===== config.mk =====
export PLATFORM = sky130hd
export DESIGN_NAME = timed_resend_priority_queue
export DESIGN_NICKNAME = d
export VERILOG_FILES = /design/src/rtl/trpq_pkg.sv /design/src/rtl/trpq_cell.sv /design/src/rtl/trpq_mod.sv /design/src/rtl/timed_resend_priority_queue.sv
export SDC_FILE = /design/constraint.sdc
export NUM_CORES = 2
export LEC_CHECK = 0
export BUFFER_PORTS_ARGS = -buffer_cell sky130_fd_sc_hd__buf_4
export CAP_MARGIN = 30
export CORE_MARGIN = 5
export CORE_UTILIZATION = 59
export DETAILED_ROUTE_END_ITERATION = 7
export PLACE_DENSITY_LB_ADDON = 0.1
export SLEW_MARGIN = 20
export SYNTH_ARGS = -nofsm -noshare
export SYNTH_HDL_FRONTEND = slang
export SYNTH_HIERARCHICAL = 1
export SYNTH_SLANG_ARGS = --single-unit

===== constraint.sdc =====
create_clock -name i_clk -period 5 [get_ports i_clk]
set_input_delay 1 -clock i_clk [delete_from_list [all_inputs] [get_ports i_clk]]
set_output_delay 1 -clock i_clk [all_outputs]
set_load 0.03 [all_outputs]

===== src/rtl/trpq_pkg.sv =====
`timescale 1ns / 1ps

package trpq_pkg;

    localparam int SEQ_W      = 32;
    localparam int HANDLE_IN_W = 16;
    localparam int TIME_IN_W  = 48;
    localparam int NODE_W     = 8;
    localparam int SIZE_W     = 9;
    localparam int WAIT_W     = 16;
    localparam int DLY_W      = 25;
    localparam int CNT_OUT_W  = 5;
    localparam int CFG_W      = 16;
    localparam int CFG_IDX_W  = 2;
    localparam int S_TDATA_W  = 96;
    localparam int M_TDATA_W  = 72;
    localparam int M_TUSER_W  = 4;

    localparam int SD_SEQ_LSB    = 0;
    localparam int SD_HANDLE_LSB = 32;
    localparam int SD_TIME_LSB   = 48;

    localparam int MD_HANDLE_LSB = 0;
    localparam int MD_EMPTY      = 16;
    localparam int MD_TIME_LSB   = 17;
    localparam int MD_COUNT_LSB  = 65;

    localparam int MU_RELEASED = 0;
    localparam int MU_ADDED    = 1;
    localparam int MU_SKIP     = 2;
    localparam int MU_DROP     = 3;

    localparam logic REQ_ADD  = 1'b0;
    localparam logic REQ_POLL = 1'b1;

    localparam logic [CFG_IDX_W-1:0] CFG_NODE_ID      = 2'd0;
    localparam logic [CFG_IDX_W-1:0] CFG_NETWORK_SIZE = 2'd1;
    localparam logic [CFG_IDX_W-1:0] CFG_MAX_SENDERS  = 2'd2;
    localparam logic [CFG_IDX_W-1:0] CFG_RESEND_WAIT  = 2'd3;

    typedef enum logic [2:0] {
        ST_IDLE,
        ST_MOD,
        ST_DIST,
        ST_MUL,
        ST_SUM,
        ST_INS,
        ST_POLL,
        ST_RES
    } t_state;

    typedef struct packed {
        logic ins;
        logic pop;
    } t_cell_ctl;

    typedef struct packed {
        logic [SIZE_W-1:0] sender;
        logic [SIZE_W-1:0] me;
    } t_mod_res;

endpackage


===== src/rtl/trpq_cell.sv =====
`timescale 1ns / 1ps

module trpq_cell import trpq_pkg::*; #(
    parameter int KEY_W       = 48,
    parameter int HANDLE_BITS = 16
) (
    input  logic                   i_clk,
    input  logic                   i_rst_n,
    input  t_cell_ctl              i_ctl,
    input  logic [KEY_W-1:0]       i_new_key,
    input  logic [HANDLE_BITS-1:0] i_new_handle,
    input  logic                   i_left_valid,
    input  logic                   i_left_keep,
    input  logic [KEY_W-1:0]       i_left_key,
    input  logic [HANDLE_BITS-1:0] i_left_handle,
    input  logic                   i_right_valid,
    input  logic [KEY_W-1:0]       i_right_key,
    input  logic [HANDLE_BITS-1:0] i_right_handle,
    output logic                   o_valid,
    output logic                   o_keep,
    output logic [KEY_W-1:0]       o_key,
    output logic [HANDLE_BITS-1:0] o_handle
);

    logic                   r_valid, n_valid;
    logic [KEY_W-1:0]       r_key, n_key;
    logic [HANDLE_BITS-1:0] r_handle, n_handle;
    logic                   keep;

    always_comb begin
        keep     = r_valid && (r_key <= i_new_key);
        n_valid  = r_valid;
        n_key    = r_key;
        n_handle = r_handle;
        priority if (i_ctl.pop) begin
            n_valid  = i_right_valid;
            n_key    = i_right_key;
            n_handle = i_right_handle;
        end else if (i_ctl.ins && !keep && i_left_keep) begin
            n_valid  = 1'b1;
            n_key    = i_new_key;
            n_handle = i_new_handle;
        end else if (i_ctl.ins && !keep) begin
            n_valid  = i_left_valid;
            n_key    = i_left_key;
            n_handle = i_left_handle;
        end
    end

    always_ff @(posedge i_clk) begin
        if (!i_rst_n) begin
            r_valid <= 1'b0;
        end else begin
            r_valid <= n_valid;
        end
    end

    always_ff @(posedge i_clk) begin
        r_key    <= n_key;
        r_handle <= n_handle;
    end

    assign o_valid  = r_valid;
    assign o_keep   = keep;
    assign o_key    = r_key;
    assign o_handle = r_handle;

endmodule


===== src/rtl/trpq_mod.sv =====
`timescale 1ns / 1ps

module trpq_mod import trpq_pkg::*; (
    input  logic              i_clk,
    input  logic              i_rst_n,
    input  logic              i_start,
    input  logic [SEQ_W-1:0]  i_seq,
    input  logic [NODE_W-1:0] i_node,
    input  logic [SIZE_W-1:0] i_size,
    output logic              o_busy,
    output t_mod_res          o_res
);

    localparam int STEP_W = $clog2(SEQ_W);

    logic              r_busy, n_busy;
    logic [STEP_W-1:0] r_cnt, n_cnt;
    logic [SEQ_W-1:0]  r_seq, n_seq;
    logic [NODE_W-1:0] r_node, n_node;
    logic [SIZE_W-1:0] r_rs, n_rs;
    logic [SIZE_W-1:0] r_rm, n_rm;
    logic [SIZE_W-1:0] modulus;
    logic              node_bit;

    function automatic logic [SIZE_W-1:0] mod_step(input logic [SIZE_W-1:0] rem,
                                                   input logic bit_in,
                                                   input logic [SIZE_W-1:0] m);
        logic [SIZE_W:0] t;
        t = {rem, bit_in};
        if (t >= {1'b0, m}) begin
            t = t - {1'b0, m};
        end
        return t[SIZE_W-1:0];
    endfunction

    always_comb begin
        modulus  = (i_size == '0) ? SIZE_W'(1) : i_size;
        node_bit = (r_cnt < STEP_W'(NODE_W)) ? r_node[NODE_W-1] : 1'b0;
        n_busy   = r_busy;
        n_cnt    = r_cnt;
        n_seq    = r_seq;
        n_node   = r_node;
        n_rs     = r_rs;
        n_rm     = r_rm;
        priority if (i_start) begin
            n_busy = 1'b1;
            n_cnt  = STEP_W'(SEQ_W - 1);
            n_seq  = i_seq;
            n_node = i_node;
            n_rs   = '0;
            n_rm   = '0;
        end else if (r_busy) begin
            n_rs  = mod_step(r_rs, r_seq[SEQ_W-1], modulus);
            n_rm  = mod_step(r_rm, node_bit, modulus);
            n_seq = {r_seq[SEQ_W-2:0], 1'b0};
            if (r_cnt < STEP_W'(NODE_W)) begin
                n_node = {r_node[NODE_W-2:0], 1'b0};
            end
            n_cnt = r_cnt - STEP_W'(1);
            if (r_cnt == '0) begin
                n_busy = 1'b0;
            end
        end
    end

    always_ff @(posedge i_clk) begin
        if (!i_rst_n) begin
            r_busy <= 1'b0;
            r_cnt  <= '0;
        end else begin
            r_busy <= n_busy;
            r_cnt  <= n_cnt;
        end
    end

    always_ff @(posedge i_clk) begin
        r_seq  <= n_seq;
        r_node <= n_node;
        r_rs   <= n_rs;
        r_rm   <= n_rm;
    end

    assign o_busy       = r_busy;
    assign o_res.sender = r_rs;
    assign o_res.me     = r_rm;

endmodule


===== src/rtl/timed_resend_priority_queue.sv =====
`timescale 1ns / 1ps
// Resend scheduler: a queue of message handles sorted by due send time.
// Input words (s_axis): tuser selects add (0) or poll (1); tdata carries the
// sequence number, the message handle and the present time. Each input word
// gives exactly one output word (m_axis) with release/add/skip/drop flags in
// tuser and the released handle, empty flag, next due time and entry count
// in tdata. The user writes registers through i_cfg_we/i_cfg_idx/i_cfg_data
// only while the block is idle; the block does not enforce this. They take
// effect on the next word. A poll passes the poll and result states; an add
// passes remainder, distance, multiply, sum, insert and result (skip and
// drop go from multiply to result), waiting in remainder for the bit-serial
// remainder unit to work through the 32-bit sequence number. One word is
// in flight at a time. The queue is a row of QUEUE_DEPTH cells; an insert
// or a release updates every cell together, shifting entries to a neighbor.
// Reset (synchronous, active low) empties the queue and loads the register
// defaults. When the receiver stalls, the output word holds; one more input
// word is taken and worked up to its result, which then waits for the slot.

module timed_resend_priority_queue import trpq_pkg::*; #(
    parameter int QUEUE_DEPTH = 16,
    parameter int TIME_BITS   = 48,
    parameter int HANDLE_BITS = 16
) (
    input  logic                 i_clk,
    input  logic                 i_rst_n,
    input  logic                 s_axis_tvalid,
    output logic                 s_axis_tready,
    // seq_num, message_handle, current_time
    input  logic [S_TDATA_W-1:0] s_axis_tdata,
    // req_type
    input  logic                 s_axis_tuser,
    output logic                 m_axis_tvalid,
    input  logic                 m_axis_tready,
    // released_handle, queue_empty, next_send_time, pending_count, 2 zero bits
    output logic [M_TDATA_W-1:0] m_axis_tdata,
    // released, added, not_my_turn, full_drop
    output logic [M_TUSER_W-1:0] m_axis_tuser,
    input  logic                 i_cfg_we,
    input  logic [CFG_IDX_W-1:0] i_cfg_idx,
    input  logic [CFG_W-1:0]     i_cfg_data
);

    localparam int CNT_W = $clog2(QUEUE_DEPTH + 1);
    localparam int KEY_W = (TIME_BITS >= DLY_W) ? TIME_BITS : DLY_W + 1;
    localparam int SUM_W = KEY_W + 1;
    localparam int NOW_W = (TIME_BITS < TIME_IN_W) ? TIME_BITS : TIME_IN_W;
    localparam logic [SUM_W-1:0] TMASK = SUM_W'((65'd1 << TIME_BITS) - 65'd1);

    logic [NODE_W-1:0] r_node_id;
    logic [SIZE_W-1:0] r_network_size;
    logic [SIZE_W-1:0] r_max_senders;
    logic [WAIT_W-1:0] r_resend_wait;

    t_state                 r_state, n_state;
    logic [CNT_W-1:0]       r_count, n_count;
    logic                   r_req, n_req;
    logic [SEQ_W-1:0]       r_seq, n_seq;
    logic [HANDLE_BITS-1:0] r_handle, n_handle;
    logic [KEY_W-1:0]       r_now, n_now;
    logic [SIZE_W-1:0]      r_dist, n_dist;
    logic [DLY_W-1:0]       r_delay, n_delay;
    logic [KEY_W-1:0]       r_when, n_when;
    logic                   r_rel, n_rel;
    logic [HANDLE_BITS-1:0] r_rel_handle, n_rel_handle;
    logic                   r_added, n_added;
    logic                   r_skip, n_skip;
    logic                   r_drop, n_drop;
    logic                   r_out_valid, n_out_valid;
    logic [M_TDATA_W-1:0]   r_out_data, n_out_data;
    logic [M_TUSER_W-1:0]   r_out_user, n_out_user;

    logic                   accept;
    logic                   out_free;
    logic                   mod_start;
    logic                   mod_busy;
    t_mod_res               mod_res;
    logic [SIZE_W-1:0]      modulus;
    logic [SIZE_W:0]        dist_wide;
    logic [SUM_W-1:0]       sum;
    t_cell_ctl              cell_ctl;

    logic [QUEUE_DEPTH-1:0] c_valid;
    logic [QUEUE_DEPTH-1:0] c_keep;
    logic [KEY_W-1:0]       c_key    [QUEUE_DEPTH];
    logic [HANDLE_BITS-1:0] c_handle [QUEUE_DEPTH];

    assign accept    = s_axis_tvalid && s_axis_tready;
    assign out_free  = !r_out_valid || m_axis_tready;
    assign mod_start = accept && (s_axis_tuser == REQ_ADD);

    always_ff @(posedge i_clk) begin
        if (!i_rst_n) begin
            r_node_id      <= NODE_W'(0);
            r_network_size <= SIZE_W'(4);
            r_max_senders  <= SIZE_W'(3);
            r_resend_wait  <= WAIT_W'(1000);
        end else if (i_cfg_we) begin
            unique case (i_cfg_idx)
                CFG_NODE_ID:      r_node_id      <= i_cfg_data[NODE_W-1:0];
                CFG_NETWORK_SIZE: r_network_size <= i_cfg_data[SIZE_W-1:0];
                CFG_MAX_SENDERS:  r_max_senders  <= i_cfg_data[SIZE_W-1:0];
                CFG_RESEND_WAIT:  r_resend_wait  <= i_cfg_data[WAIT_W-1:0];
            endcase
        end
    end

    trpq_mod u_mod (
        .i_clk   (i_clk),
        .i_rst_n (i_rst_n),
        .i_start (mod_start),
        .i_seq   (s_axis_tdata[SD_SEQ_LSB +: SEQ_W]),
        .i_node  (r_node_id),
        .i_size  (r_network_size),
        .o_busy  (mod_busy),
        .o_res   (mod_res)
    );

    for (genvar i = 0; i < QUEUE_DEPTH; i++) begin : g_cell
        logic                   left_valid, left_keep, right_valid;
        logic [KEY_W-1:0]       left_key, right_key;
        logic [HANDLE_BITS-1:0] left_handle, right_handle;

        if (i == 0) begin : g_head
            assign left_valid  = 1'b0;
            assign left_keep   = 1'b1;
            assign left_key    = '0;
            assign left_handle = '0;
        end else begin : g_mid
            assign left_valid  = c_valid[i-1];
            assign left_keep   = c_keep[i-1];
            assign left_key    = c_key[i-1];
            assign left_handle = c_handle[i-1];
        end

        if (i == QUEUE_DEPTH - 1) begin : g_tail
            assign right_valid  = 1'b0;
            assign right_key    = '0;
            assign right_handle = '0;
        end else begin : g_body
            assign right_valid  = c_valid[i+1];
            assign right_key    = c_key[i+1];
            assign right_handle = c_handle[i+1];
        end

        trpq_cell #(
            .KEY_W       (KEY_W),
            .HANDLE_BITS (HANDLE_BITS)
        ) u_cell (
            .i_clk          (i_clk),
            .i_rst_n        (i_rst_n),
            .i_ctl          (cell_ctl),
            .i_new_key      (r_when),
            .i_new_handle   (r_handle),
            .i_left_valid   (left_valid),
            .i_left_keep    (left_keep),
            .i_left_key     (left_key),
            .i_left_handle  (left_handle),
            .i_right_valid  (right_valid),
            .i_right_key    (right_key),
            .i_right_handle (right_handle),
            .o_valid        (c_valid[i]),
            .o_keep         (c_keep[i]),
            .o_key          (c_key[i]),
            .o_handle       (c_handle[i])
        );
    end

    always_comb begin
        n_state      = r_state;
        n_count      = r_count;
        n_req        = r_req;
        n_seq        = r_seq;
        n_handle     = r_handle;
        n_now        = r_now;
        n_dist       = r_dist;
        n_delay      = r_delay;
        n_when       = r_when;
        n_rel        = r_rel;
        n_rel_handle = r_rel_handle;
        n_added      = r_added;
        n_skip       = r_skip;
        n_drop       = r_drop;
        n_out_valid  = r_out_valid && !m_axis_tready;
        n_out_data   = r_out_data;
        n_out_user   = r_out_user;
        cell_ctl     = '0;
        modulus      = (r_network_size == '0) ? SIZE_W'(1) : r_network_size;
        dist_wide    = (mod_res.me >= mod_res.sender)
                     ? {1'b0, mod_res.me} - {1'b0, mod_res.sender}
                     : {1'b0, mod_res.me} + {1'b0, modulus} - {1'b0, mod_res.sender};
        sum          = SUM_W'(r_now) + SUM_W'(r_delay);
        s_axis_tready = (r_state == ST_IDLE);

        unique case (r_state)
            ST_IDLE: begin
                if (accept) begin
                    n_req        = s_axis_tuser;
                    n_seq        = s_axis_tdata[SD_SEQ_LSB +: SEQ_W];
                    n_handle     = HANDLE_BITS'(s_axis_tdata[SD_HANDLE_LSB +: HANDLE_IN_W]);
                    n_now        = KEY_W'(s_axis_tdata[SD_TIME_LSB +: NOW_W]);
                    n_rel        = 1'b0;
                    n_rel_handle = '0;
                    n_added      = 1'b0;
                    n_skip       = 1'b0;
                    n_drop       = 1'b0;
                    n_state      = (s_axis_tuser == REQ_POLL) ? ST_POLL : ST_MOD;
                end
            end
            ST_MOD: begin
                if (!mod_busy) begin
                    n_state = ST_DIST;
                end
            end
            ST_DIST: begin
                n_dist  = dist_wide[SIZE_W-1:0];
                n_state = ST_MUL;
            end
            ST_MUL: begin
                priority if (r_dist > r_max_senders) begin
                    n_skip  = 1'b1;
                    n_state = ST_RES;
                end else if (r_count == CNT_W'(QUEUE_DEPTH)) begin
                    n_drop  = 1'b1;
                    n_state = ST_RES;
                end else begin
                    n_delay = DLY_W'(r_dist) * DLY_W'(r_resend_wait);
                    n_state = ST_SUM;
                end
            end
            ST_SUM: begin
                if ((SUM_W'(r_delay) <= TMASK) && (sum > TMASK)) begin
                    n_when = TMASK[KEY_W-1:0];
                end else begin
                    n_when = sum[KEY_W-1:0];
                end
                n_state = ST_INS;
            end
            ST_INS: begin
                cell_ctl.ins = 1'b1;
                n_count      = r_count + CNT_W'(1);
                n_added      = 1'b1;
                n_state      = ST_RES;
            end
            ST_POLL: begin
                if (c_valid[0] && (c_key[0] <= r_now)) begin
                    cell_ctl.pop = 1'b1;
                    n_count      = r_count - CNT_W'(1);
                    n_rel        = 1'b1;
                    n_rel_handle = c_handle[0];
                end
                n_state = ST_RES;
            end
            ST_RES: begin
                if (out_free) begin
                    n_out_valid = 1'b1;
                    n_out_data  = {2'b00,
                                   CNT_OUT_W'(r_count),
                                   c_valid[0] ? TIME_IN_W'(c_key[0]) : TIME_IN_W'(0),
                                   (r_count == '0),
                                   HANDLE_IN_W'(r_rel_handle)};
                    n_out_user  = {r_drop, r_skip, r_added, r_rel};
                    n_state     = ST_IDLE;
                end
            end
            default: n_state = ST_IDLE;
        endcase
    end

    always_ff @(posedge i_clk) begin
        if (!i_rst_n) begin
            r_state     <= ST_IDLE;
            r_count     <= '0;
            r_out_valid <= 1'b0;
        end else begin
            r_state     <= n_state;
            r_count     <= n_count;
            r_out_valid <= n_out_valid;
        end
    end

    always_ff @(posedge i_clk) begin
        r_req        <= n_req;
        r_seq        <= n_seq;
        r_handle     <= n_handle;
        r_now        <= n_now;
        r_dist       <= n_dist;
        r_delay      <= n_delay;
        r_when       <= n_when;
        r_rel        <= n_rel;
        r_rel_handle <= n_rel_handle;
        r_added      <= n_added;
        r_skip       <= n_skip;
        r_drop       <= n_drop;
        r_out_data   <= n_out_data;
        r_out_user   <= n_out_user;
    end

    assign m_axis_tvalid = r_out_valid;
    assign m_axis_tdata  = r_out_data;
    assign m_axis_tuser  = r_out_user;

endmodule


# Word level (Yosys, flattened, before mapping)

Index checks and enable logic that the tools add are counted.

Equality and inequality tests: 18
Magnitude comparators: 23
Add/sub/neg operators: 9
Mux-type cells: 179
$mul: 1
Reductions and logical operators: 113
Bitwise operators: 4

Operators by type and width:

| kind                                                  | number |
|---|---|
| 2-to-1 mux 48 bit                                     | 46 |
| <= comparator 48 bit                                  | 17 |
| 2-to-1 mux 16 bit                                     | 48 |
| 2-to-1 mux 32 bit                                     | 2 |
| 2-to-1 mux 1 bit                                      | 60 |
| logical AND 1 bit                                     | 51 |
| adder 48 x 25 -> 49 bit                               | 1 |
| > comparator 49 x 48 -> 1 bit (second input constant) | 1 |
| nonzero test 3 bit                                    | 14 |
| 2-to-1 mux 9 bit                                      | 4 |
| subtractor 9 bit                                      | 4 |
| one-hot mux 16 bit (2 select lines)                   | 1 |
| multiplier 9 x 16 -> 25 bit                           | 1 |
| 2-to-1 mux 8 bit                                      | 3 |
| one-hot mux 3 bit (7 select lines)                    | 1 |
| >= comparator 10 x 9 -> 1 bit                         | 2 |
| zero test 1 bit                                       | 18 |
| AND reduction 2 bit                                   | 9 |
| nonzero test 2 bit                                    | 8 |
| 2-to-1 mux 5 bit                                      | 3 |
| == test 3 bit (second input constant)                 | 4 |
| 2-to-1 mux 3 bit                                      | 4 |
| inequality test 2 bit (second input constant)         | 6 |
| AND reduction 3 bit                                   | 4 |
| 23 further kinds                                      | 35 |

Register bits after elaboration: 1,395
Output and inout bits: 78
Input port bits: 120

# Depth between registers and ports, before layout

Depth in word-level cells: 7
Depth in mapped cells: 19
Mapped depth without buffers: 18

# By module

Netlist, hierarchy kept.

Modules (own cells, without submodules):

| module                      | cells an instance | area each (µm²) | times used | seq. area each (µm²) |
|---|---|---|---|---|
| trpq_cell                   | 393               | 5,008.6         | 16         | 1,941.9 |
| timed_resend_priority_queue | 1,772             | 18,844.3        | 1          | 8,227.9 |
| trpq_mod                    | 310               | 3,579.7         | 1          | 1,681.6 |

# Worst setup path after synthesis

OpenSTA, ideal clock, no wires.

Kind: register to register
Start: reg r_now[31]
End: reg g_cell[0].u_cell.r_handle[0], enable pin
Data arrival time: 4.672 ns
Library setup time: 0.421 ns
Path buffers: 3
Stages on the path, launching flop included: 14
Slack: -0.092 ns
Required time: 4.579 ns
Path through: edfxtp_1 -> inv_1 -> ha_1 -> nand4_1 -> or4b_1 -> nor4b_2 -> a211oi_1 -> a211oi_2 -> nand3_1 -> inv_1 -> clkbuf_1 -> clkbuf_1 -> clkbuf_1 -> a21o_1

RTL lines:

| element                | line                               | RTL |
|---|---|---|
| start, declared        | timed_resend_priority_queue.sv:59  | `logic [KEY_W-1:0] r_now, n_now;` |
| start signal, assigned | timed_resend_priority_queue.sv:285 | `r_now <= n_now;` |
| end signal, assigned   | trpq_cell.sv:60                    | `r_handle <= n_handle;` |
| end, declared          | trpq_cell.sv:27                    | `logic [HANDLE_BITS-1:0] r_handle, n_handle;` |

# Final worst setup path

Start: reg r_dist[4]
End: reg r_delay[22] (data pin)

Cells in the longest elaborated chain, start to end: 1

Ends and longest elaborated chain:

| element                     | line                               | RTL |
|---|---|---|
| start, declared             | timed_resend_priority_queue.sv:60  | `logic [SIZE_W-1:0] r_dist, n_dist;` |
| start signal, assigned      | timed_resend_priority_queue.sv:286 | `r_dist <= n_dist;` |
| multiplier 9 x 16 -> 25 bit | timed_resend_priority_queue.sv:226 | `n_delay = DLY_W'(r_dist) * DLY_W'(r_resend_wait);` |
| end signal, assigned        | timed_resend_priority_queue.sv:287 | `r_delay <= n_delay;` |
| end, declared               | timed_resend_priority_queue.sv:61  | `logic [DLY_W-1:0] r_delay, n_delay;` |

Every way passes these cells.
A chain may end at the register's enable or synchronous reset.

==> metrics.md <==
| Metric | Value |
|---|---|
| Status | `finished, final reports clean` |
| # DRC | `0` |
| Fmax | `206.5 MHz` |
| Leak | `47.98 nW` |
| Die area | `182300 sq um` |
| Placed cell area | `109800 sq um` |
| CTS H-tree depth | `4` |
| MaxCap Viol Count | `0` |
| GRT Util Overall | `25.49%` |
| Overflow left after global routing | `0` |
| Cts hold-fix bufs | `0` |
| Detailed router's first-iteration violation count | `4124` |
| Total Wirelength | `235300 um` |
| Antenna violations before repair | `1` |
| CTS tree | `done` |
| Ports | `198` |
| Final hold vios | `0` |
| Clock Tree Buf Depth | `3` |
| Worst slew margin | `32.95%` |
| Total CTS buffers | `163` |
| Area of the multi-input gates | `56470 sq um` |
| Slew Viols, Final | `0` |
| Post-route ant nets | `0` |
| Last element of the critical path | `r_delay[22]` |
| Setup-failing EPs final | `0` |
| Ratio of cells with drive above 1 in the final layout | `33.22%` |
| Commonest non-fill, non-tap cell in the layout | `edfxtp_1` |
| Layout area overhead | `12.45%` |
| Worst EP required | `5.54 ns` |
| Pwr/cell area | `489.5 nW/um^2` |
| Post-Synthesis Cells | `8369` |
| R2R setup slack | `0.16 ns` |
| Fillers | `12949` |
| Synth warn | `6` |
| Actual slew at the worst max-slew pin | `1.001 ns` |
| Register cell area after layout | `40980 sq um` |
| HPWL after DPL | `181000 um` |
| Pre-CTS setup slack | `-0.1763 ns` |
| Starting Density | `59.13%` |
| RePlAce Congestion | `0.8773` |
| Routed vias | `65927` |
| Root Driver | `clkbuf_16` |
| Std cell rows | `153` |
| Largest net degree at the start of global routing | `77` |
| Net count, final | `10082` |
| CP Capture Type | `register` |
| Crit Path Class | `reg2reg` |
| Synthesized area | `102600 sq um` |
| Critical Path Source Type | `register` |
| Final Total Pwr | `56.45 mW` |
| Post-synthesis average cell area | `12.25 sq um` |
| Critical path origin | `r_dist[4]` |
| Routed WL per cell | `20.68 um` |
| Critical Path AT | `5.38 ns` |
| CTS Sinks | `1395` |
| Vias per cell | `5.794` |
| Crit Reg-Reg Startpoint | `r_dist[4]` |
| Reg-to-reg endpoint | `r_delay[22]` |
| RSZ-0062 raised after global routing | `yes` |
| Clock Latency Late Sink | `0.82 ns` |
| Max Clock Skew | `0.03288 ns` |
| CTS clock-pin slew for the worst setup and hold paths | `0.06 ns` |
| Die height | `426.9 um` |
| Crit path max fanout | `7` |
| Hold Path Class | `in2reg` |
| Reg2Reg Depth | `16` |
| Period utilization | `96.85%` |
| Most frequent cells in the layout | `edfxtp_1 (1304), mux2_2 (1127), inv_1 (1065)` |
| Chip width | `426.9 um` |
| DRT Pass-1 Iters | `7` |
| Peak VDD IR | `0.001603 V` |
| Worst Setup Slack, final | `0.1576 ns` |
| IO buf count | `195` |
| Global-route wire length before repair | `373000 um` |
| Post-route cell area | `115300 sq um` |
| Final core occ | `66.49%` |
| Core box area | `173400 sq um` |
| Hold slack | `0.3577 ns` |
| Vias in the first global route | `66957` |
| Crit path time final | `4.842 ns` |
-- critical path, stage by stage, from the launching register on --
cell and delay [ns]:
edfxtp_1 0.44, buf_6 0.17, and2_1 0.16, fa_1 0.48
fa_1 0.54, fa_1 0.56, inv_1 0.06, fa_1 0.54
inv_1 0.07, ha_4 0.17, or3_1 0.35, o211a_1 0.29
o21ai_4 0.19, a31oi_4 0.12, buf_4 0.16, o211ai_1 0.15
o311ai_1 0.11
-- layout make-up --
type / count / share of cell area (%)
multi-input cells: 5742 / 48.97
flip-flops and latches: 1395 / 35.54
diodes: 1 / 0.002170
repair buffers: 541 / 4.990
inverters: 1071 / 3.493
clock buffers: 223 / 3.920
clock inverters: 80 / 0.5674
well taps: 2325 / 2.523
-- where the power goes --
| part | switching (mW) | internal (mW) |
|---|---|---|
| Combinational | 14.8 | 12.5 |
| Sequential | 1.71 | 15.8 |
| Clock | 4.90 | 6.74 |
| Total | 21.4 | 35.1 |
-- flip-flops by register name, summed over array words and instances (netlist names), 8 cells and up --
| signal | flops |
|---|---|
| r_max_senders | 9 |
| m_axis_tdata | 70 |
| u_mod/r_node | 8 |
| r_when | 48 |
| r_node_id | 8 |
| r_rel_handle | 16 |
| r_network_size | 9 |
| g_cell.u_cell/o_key | 768 |
| r_now | 48 |
| r_resend_wait | 16 |
| r_handle | 16 |
| g_cell.u_cell/o_handle | 256 |
| u_mod/r_rs | 9 |
| r_delay | 25 |
| u_mod/r_rm | 9 |
| r_dist | 9 |
| u_mod/r_seq | 32 |
| g_cell.u_cell/o_valid | 16 |
-- worst min path at each step --
stage | to | startpoint | cells after the start
5_1_grt | r_now[41] | s_axis_tdata[89] | 1
3_3_place_gp | m_axis_tuser[0] | r_rel | 0
6_report | r_now[46] | s_axis_tdata[94] | 1
3_5_place_dp | m_axis_tuser[0] | r_rel | 0
2_1_floorplan | m_axis_tdata[0] | r_rel_handle[0] | 0
4_1_cts | r_now[46] | s_axis_tdata[94] | 1
-- layer usage --
metal	GRT usage (%)	part of all wire (%)	vias up
met3	2.678	3.5	356
li1	-	-	31597
met4	7.699	2.9	0
met2	41.88	47	1299
met1	35.85	47	32675
met5	0	0	-
-- per-stage QoR --
stage,std cells,setup TNS [ns]
3_5_place_dp,11060,-0.4865
3_3_place_gp,11060,-0.3199
5_1_grt,11378,-0.1988
4_1_cts,11369,0
2_1_floorplan,8503,0
6_report,11378,0
-- timing repair --
| action | 4_1_cts | 5_1_grt |
|---|---|---|
| resized for setup | 17 | 38 |
| buffers inserted | 6 | 7 |
| pin swaps | 5 | 32 |
| endpoints found under the setup margin | 6 | 11 |
Power figures use the tool's default switching activity.
